--- src/hdl/cstr_pkg.sv ---
// ----------------------------------------------------------------------------
// cstr_pkg
// Types and constants shared by the capture sequencer blocks.
// ----------------------------------------------------------------------------
package cstr_pkg;

   localparam int unsigned CNT_W = 32;
   localparam int unsigned MS_W  = 32;
   localparam int unsigned SEQ_W = 3;

   localparam logic [MS_W-1:0] WAIT_TIMEOUT_RESET = MS_W'(1000);

   localparam logic [SEQ_W-1:0] SEQ_IDLE    = 3'd0;
   localparam logic [SEQ_W-1:0] SEQ_ARM     = 3'd1;
   localparam logic [SEQ_W-1:0] SEQ_WAIT    = 3'd2;
   localparam logic [SEQ_W-1:0] SEQ_TX      = 3'd3;
   localparam logic [SEQ_W-1:0] SEQ_RECOVER = 3'd4;

   typedef struct packed {
      logic            request;
      logic            start_ok;
      logic            dcmi_error;
      logic            frames_ready;
      logic            tx_ok;
      logic [MS_W-1:0] now_ms;
   } req_item_type;

   typedef struct packed {
      logic [SEQ_W-1:0] state_code;
      logic             request_active;
      logic             start_pulse;
      logic             recover_pulse;
      logic             abort_pulse;
      logic             transmit_pulse;
      logic [CNT_W-1:0] timeout_count;
      logic [CNT_W-1:0] tx_good_count;
      logic [CNT_W-1:0] tx_abort_count;
   } rsp_item_type;

endpackage

--- src/hdl/cstr_core.sv ---
// ----------------------------------------------------------------------------
// cstr_core
// Five-state capture sequencer with wait timeout, one timeout retry and counters.
// ----------------------------------------------------------------------------
module cstr_core
   import cstr_pkg::*;
(
   input  logic             clock,
   input  logic             reset,
   input  logic             csr_wr_en,
   input  logic [MS_W-1:0]  csr_wr_data,
   input  logic             step,
   input  req_item_type     item,
   output rsp_item_type     result
);

   typedef enum logic [SEQ_W-1:0] {
      ST_IDLE    = SEQ_IDLE,
      ST_ARM     = SEQ_ARM,
      ST_WAIT    = SEQ_WAIT,
      ST_TX      = SEQ_TX,
      ST_RECOVER = SEQ_RECOVER
   } seq_state_type;

   seq_state_type    state_ff, state_in;
   logic             pending_ff, pending_in;
   logic             active_ff, active_in;
   logic             retry_ff, retry_in;
   logic [MS_W-1:0]  wait_start_ff, wait_start_in;
   logic [MS_W-1:0]  timeout_ff;
   logic [CNT_W-1:0] timeouts_ff, timeouts_in;
   logic [CNT_W-1:0] good_ff, good_in;
   logic [CNT_W-1:0] aborted_ff, aborted_in;
   logic [MS_W-1:0]  elapsed;
   logic             p_start, p_rec, p_abort, p_tx;

   assign elapsed = item.now_ms - wait_start_ff;

   always_comb begin
      state_in      = state_ff;
      pending_in    = pending_ff | item.request;
      active_in     = active_ff;
      retry_in      = retry_ff;
      wait_start_in = wait_start_ff;
      timeouts_in   = timeouts_ff;
      good_in       = good_ff;
      aborted_in    = aborted_ff;
      p_start       = 1'b0;
      p_rec         = 1'b0;
      p_abort       = 1'b0;
      p_tx          = 1'b0;
      case (state_ff)
         ST_IDLE: begin
            if (pending_in) begin
               pending_in = 1'b0;
               active_in  = 1'b1;
               retry_in   = 1'b0;
               state_in   = ST_ARM;
            end
         end
         ST_ARM: begin
            p_start = 1'b1;
            if (item.start_ok) begin
               wait_start_in = item.now_ms;
               state_in      = ST_WAIT;
            end else begin
               state_in = ST_RECOVER;
            end
         end
         ST_WAIT: begin
            if (item.dcmi_error) begin
               state_in = ST_RECOVER;
            end else if (item.frames_ready) begin
               state_in = ST_TX;
            end else if (elapsed > timeout_ff) begin
               timeouts_in = timeouts_ff + CNT_W'(1);
               if (!retry_ff) begin
                  retry_in = 1'b1;
                  state_in = ST_RECOVER;
               end else begin
                  p_abort   = 1'b1;
                  active_in = 1'b0;
                  state_in  = ST_IDLE;
               end
            end
         end
         ST_TX: begin
            p_tx = 1'b1;
            if (item.tx_ok) begin
               good_in = good_ff + CNT_W'(1);
            end else begin
               aborted_in = aborted_ff + CNT_W'(1);
            end
            active_in = 1'b0;
            retry_in  = 1'b0;
            state_in  = ST_IDLE;
         end
         ST_RECOVER: begin
            p_rec    = 1'b1;
            state_in = active_ff ? ST_ARM : ST_IDLE;
         end
         default: begin
            state_in = ST_IDLE;
         end
      endcase
   end

   always_ff @(posedge clock) begin
      if (reset) begin
         state_ff      <= ST_IDLE;
         pending_ff    <= 1'b0;
         active_ff     <= 1'b0;
         retry_ff      <= 1'b0;
         wait_start_ff <= '0;
         timeouts_ff   <= '0;
         good_ff       <= '0;
         aborted_ff    <= '0;
         timeout_ff    <= WAIT_TIMEOUT_RESET;
      end else begin
         if (csr_wr_en) begin
            timeout_ff <= csr_wr_data;
         end
         if (step) begin
            state_ff      <= state_in;
            pending_ff    <= pending_in;
            active_ff     <= active_in;
            retry_ff      <= retry_in;
            wait_start_ff <= wait_start_in;
            timeouts_ff   <= timeouts_in;
            good_ff       <= good_in;
            aborted_ff    <= aborted_in;
         end
      end
   end

   always_comb begin
      result.state_code     = state_in;
      result.request_active = active_in;
      result.start_pulse    = p_start;
      result.recover_pulse  = p_rec;
      result.abort_pulse    = p_abort;
      result.transmit_pulse = p_tx;
      result.timeout_count  = timeouts_in;
      result.tx_good_count  = good_in;
      result.tx_abort_count = aborted_in;
   end

endmodule

--- config.mk ---
export PLATFORM = sky130hd
export DESIGN_NAME = cstr_core
export DESIGN_NICKNAME = d
export VERILOG_FILES = /design/src/hdl/cstr_pkg.sv /design/src/hdl/cstr_core.sv
export SDC_FILE = /design/constraint.sdc
export NUM_CORES = 1
export LEC_CHECK = 0
export BUFFER_PORTS_ARGS = -buffer_cell sky130_fd_sc_hd__buf_2
export CAP_MARGIN = 30
export CORE_ASPECT_RATIO = 0.7
export CORE_MARGIN = 2
export CORE_UTILIZATION = 45
export CTS_CLUSTER_DIAMETER = 200
export DETAILED_ROUTE_END_ITERATION = 12
export HOLD_SLACK_MARGIN = 0.02
export PLACE_DENSITY_LB_ADDON = 0.3
export SYNTH_ARGS = -nofsm -noshare
export SYNTH_HDL_FRONTEND = slang
export SYNTH_SLANG_ARGS = --single-unit
export TNS_END_PERCENT = 1
--- constraint.sdc ---
create_clock -name clock -period 5.3 [get_ports clock]
set_clock_uncertainty 0.1 [all_clocks]
set_input_delay 0.265 -clock clock [delete_from_list [all_inputs] [get_ports clock]]
set_output_delay 0.265 -clock clock [all_outputs]
set_load 0.02 [all_outputs]
[Word-level counts from Yosys, hierarchy flattened]
Index checks and enable logic that the tools add are counted.
Operators by class
  magnitude comparators: 1
  bitwise logic cells: 1
  add/subtract/negate cells: 4
  reduce and logical (&&, ||, !) cells: 4
  mux-type cells: 36
  eq/ne operators: 8
Operator list (count)
  $mux 32: 8
  $add 32x1->32 const B: 3
  $gt 32x32->1: 1
  $sub 32x32->32: 1
  $mux 1: 19
  $mux 3: 6
  $pmux 3 s4: 1
  $ne 2x2->1 const B: 4
  $eq 3x2->1 const B: 2
  $pmux 1 s3: 2
  $reduce_and 6->1: 1
  $eq 3x1->1 const B: 1
  $eq 3x3->1 const B: 1
  $logic_not 3->1: 1
  $reduce_and 3->1: 1
  $reduce_bool 3->1: 1
  $or 1x1->1: 1
Word-level totals
  output and inout port bits: 104
  logic and storage cells: 63
  flip-flop bits (word level): 166

[Depth between registers and ports, before layout]
  depth after elaboration: 6
  depth in mapped cells: 23
  gate-level depth less buffers: 21

[Worst setup path before layout]
No wires, ideal clock.
  kind: reg-to-output
  from: reg wait_start_ff[4]
  to: out result[76] (netlist bit)
  required time: 4935 ps
  stages on the path, launching flop included: 20
  data arrival time: 4679 ps
  setup slack: 256 ps
  path through: dfxtp_1 > inv_1 > ha_1 > or4_1 > o21ai_1 > a211oi_1 > a2111oi_2 > nor4b_1 > o21ai_1 > o21ai_1 > xnor2_1 > ha_1 > nand4_1 > or4_4 > a41oi_4 > o21ai_2 > buf_2 > buf_2 > nor3_1 > xor2_1
RTL lines
  start, declared: RTL line cstr_core.sv:29  | logic [MS_W-1:0] wait_start_ff, wait_start_in;
  start signal, assigned: RTL line cstr_core.sv:128  | wait_start_ff <= wait_start_in;
  end, declared: RTL line cstr_core.sv:14  | output rsp_item_type result

==> flow_metrics.tcl <==
set metrics [dict create \
    cp_slowest_cell "or4_4" \
    p_leak_uw 0.00599 \
    vdd_drop_max_mv 0.223 \
    grt_max_degree 87 \
    worstSkewPairLatency_ns 0.44 \
    io_buffers 176 \
    worst_slack_ns -0.151 \
    cts_tree "yes" \
    grt_pass1_vias 9600 \
    place_ws_ns -0.123 \
    initial_core_util_pct 45.6 \
    cts_root_buffer "clkbuf_16" \
    async_reset_ff_share_pct 0 \
    dr.pass1.iters 5 \
    cts.sinks 166 \
    place_hpwl_mm 21.6 \
    power_per_cell_area_mw_per_mm2 212 \
    yosysTopAreaCell "dfxtp_1" \
    synth_cells 1444 \
    rsz0062_at_grt "true" \
    r2r-end "timeouts_ff[27]" \
    overflow 0 \
    final_cell_mix "166 x dfxtp_1, 160 x nand2_1, 150 x nor2_1" \
    syn_area_sq_mm 0.0112 \
    syn_nets 1584 \
    ant_nets 0 \
    ys_warn_count 0 \
    status "finished, violations left" \
    drive_above_1_share_pct 18.3 \
    arrival_ns 5.09 \
    via_count 10600 \
    r2r_setup_slack_ns 0.26 \
    start_kind "flip-flop" \
    clockBufferDepth 2 \
    register_area_sq_mm 0.00332 \
    final_cell_area_sq_mm 0.0140 \
    synth_top_area_share_pct 29.8 \
    final-hold-violation-count 0 \
    worst_path_most_repeated_cell "buf_4" \
    post-route-util_pct 57.0 \
    core_area_sq_mm 0.0245 \
    maxSlewViolCount 0 \
    critical-path-max-stage-delay_ns 0.53 \
    ys_types 77 \
    mostFrequentLayoutCell "dfxtp_1" \
    n_fill_cell 2236 \
    grt_pass1_wl_mm 48.6 \
    drv_cap 0 \
    path_max_fanout 37 \
    fmax_mhz 183 \
    crit_chain "inv_1, ha_1, or4_4, o21ai_4, a211oi_4, a2111oi_4, nor4b_2, buf_4, o31ai_2, nand2b_1, xor2_1, ha_1, nand4_1, buf_4, or3_1, o211ai_1, buf_4, o21ai_4, buf_12, nor4_4, xor2_1, buf_4" \
    htreeDepth 4 \
    synth.area.top_cells "dfxtp_1 30%, xor2_1 8.1%, ha_1 7.4%, nand2_1 5.4%, nor2_1 5.1%" \
    reg2reg_depth 22 \
    gp_congestion 0.885 \
    dpl-instance-area_sq_mm 0.0124 \
    rows 48 \
    period_needed_ns 5.45 \
    nets 1802 \
    multi_input_area_sq_mm 0.00740 \
    critPathRequiredTime_ns 4.93 \
    hold_slack_ns 0.0665 \
    tns_ns -2.75 \
    hold_class "in -> reg" \
    wl_per_cell_microns 15.1 \
    syn_to_final_growth_pct 25.1 \
    path_class "reg -> out" \
    dieArea_sq_mm 0.0261 \
    wl_mm 30.3 \
    vias_per_cell 5.30 \
    crit_start "wait_start_ff[4]" \
    antenna_found_initial 2 \
    slew_headroom_pct 38.3 \
    r2r_start "wait_start_ff[4]" \
    die_w_microns 192 \
    crit_path_end "result[82]" \
    clk_pin_slew_ns 0.07 \
    failed_checks "negative setup slack" \
    fin_crit_sh_pct 103 \
    die_h_microns 136 \
    seq_area_frac_synth_pct 29.8 \
    synth_ff_type "dfxtp_1" \
    critPathCaptureType "output port" \
    numCtsBuffers 17 \
    synth_edf_count 0 \
    grt_usage_pct 23.1 \
    ys_seq_elements 166 \
    drt_iter0_drc 692 \
    drc 0 \
    syn_avg_cell_area_sq_um 7.73 \
    setup_viol 29 \
    pin_count 177 \
    tightest_slew_ns 0.926 \
]
[layer usage]
| metal | GRT usage, % | wire (microns) | vias to the layer above | share of wire, % |
|---|---|---|---|---|
| met5 | 0 | 16 | - | 0.053 |
| met1 | 34.1 | 15200 | 4930 | 50 |
| met3 | 4.97 | 1910 | 21 | 6.3 |
| li1 | - | - | 5380 | - |
| met2 | 34.6 | 13000 | 267 | 43 |
| met4 | 4.03 | 232 | 2 | 0.77 |
[logic make-up (layout without fill, tap and decap cells)]
| logic type | Yosys count | count (layout) | synth area share [%] |
|---|---|---|---|
| AO/OA/AOI/OAI | 249 | 249 | 13.9 |
| multiplexers | 37 | 37 | 3.42 |
| AND/OR/NAND/NOR | 580 | 580 | 25.8 |
| adder cells (fa/ha/maj) | 67 | 67 | 7.58 |
| other | 0 | 1 | 0 |
| buffers and inverters | 177 | 408 | 6.33 |
| flip-flops | 166 | 166 | 29.8 |
| XOR/XNOR | 168 | 168 | 13.2 |
[stage by stage]
stage                     cells  total power [uW]
after detailed placement   1899              1760
after floorplan            1444              1620
final                      2001              2970
after global routing       2000              3100
after CTS                  1999              2980
after global placement     1899              1760
[worst min path at each step]
stage                            from                 to  slack, ns  cells after the start
floorplan              csr_wr_data[3]      timeout_ff[3]       0.30                      2
CTS                          item[36]         pending_ff       0.05                      3
finish                       item[36]         pending_ff       0.07                      3
detailed placement  wait_start_ff[28]  wait_start_ff[28]       0.35                      2
global placement    wait_start_ff[20]  wait_start_ff[20]       0.34                      2
global route                 item[36]         pending_ff       0.07                      3
[sequential cells by signal, indices dropped and copies added, names as in the netlist]
name,flops
aborted_ff,32
pending_ff,1
timeout_ff,32
wait_start_ff,32
state_ff,3
timeouts_ff,32
active_ff,1
good_ff,32
retry_ff,1
[worst max-delay path, delay by kind of cell (launching register included)]
family                     cells  cell delay, ns
and+or+nand+nor                6            1.47
AOI/OAI and AO/OA              6            1.01
buffers and inverters          6            0.90
adders and majority gates      2            0.58
DFF                            1            0.33
xor gates and xnor gates       2            0.33
[layout make-up]
type / instances / area share [%]
clock buffer: 19 / 3.10
inverter: 95 / 2.55
sequential: 166 / 23.8
antenna: 1 / 0.0179
multi-input combinational: 1101 / 53.0
tap: 325 / 2.91
timing repair buffer: 281 / 13.9
clock inverter: 13 / 0.717
[synth_stat cells, types with 10 or more instances]
cell,count
a21o_1,23
a21oi_1,105
and2_1,11
and3_1,17
clkbuf_1,59
dfxtp_1,166
ha_1,66
inv_1,94
mux2i_1,28
nand2_1,160
nand2b_1,10
nand3_1,58
nand4_1,27
nor2_1,152
nor2b_1,13
nor3_1,36
nor4_1,16
o211ai_1,10
o21a_1,10
o21ai_0,30
o21ai_1,14
o31ai_1,21
or3_1,28
or4_1,16
xnor2_1,65
xor2_1,103
[report_power, final]
part           switching (uW)  leakage [uW]  internal [uW]
Clock                     559      0.000258            605
Combinational             283       0.00439            234
Sequential               15.7       0.00135           1270
Total                     858       0.00599           2110
[repair_timing]
item / 4_1_cts / 5_1_grt
hold buffers: 64 / 0
resized for setup: 54 / 22
buffers inserted: 4 / 0
endpoints found under the setup margin: 36 / 40
hold endpoints to repair: 64 / 0
pin swaps: 13 / 6
Note: power is estimated with default switching activity, not from simulation.
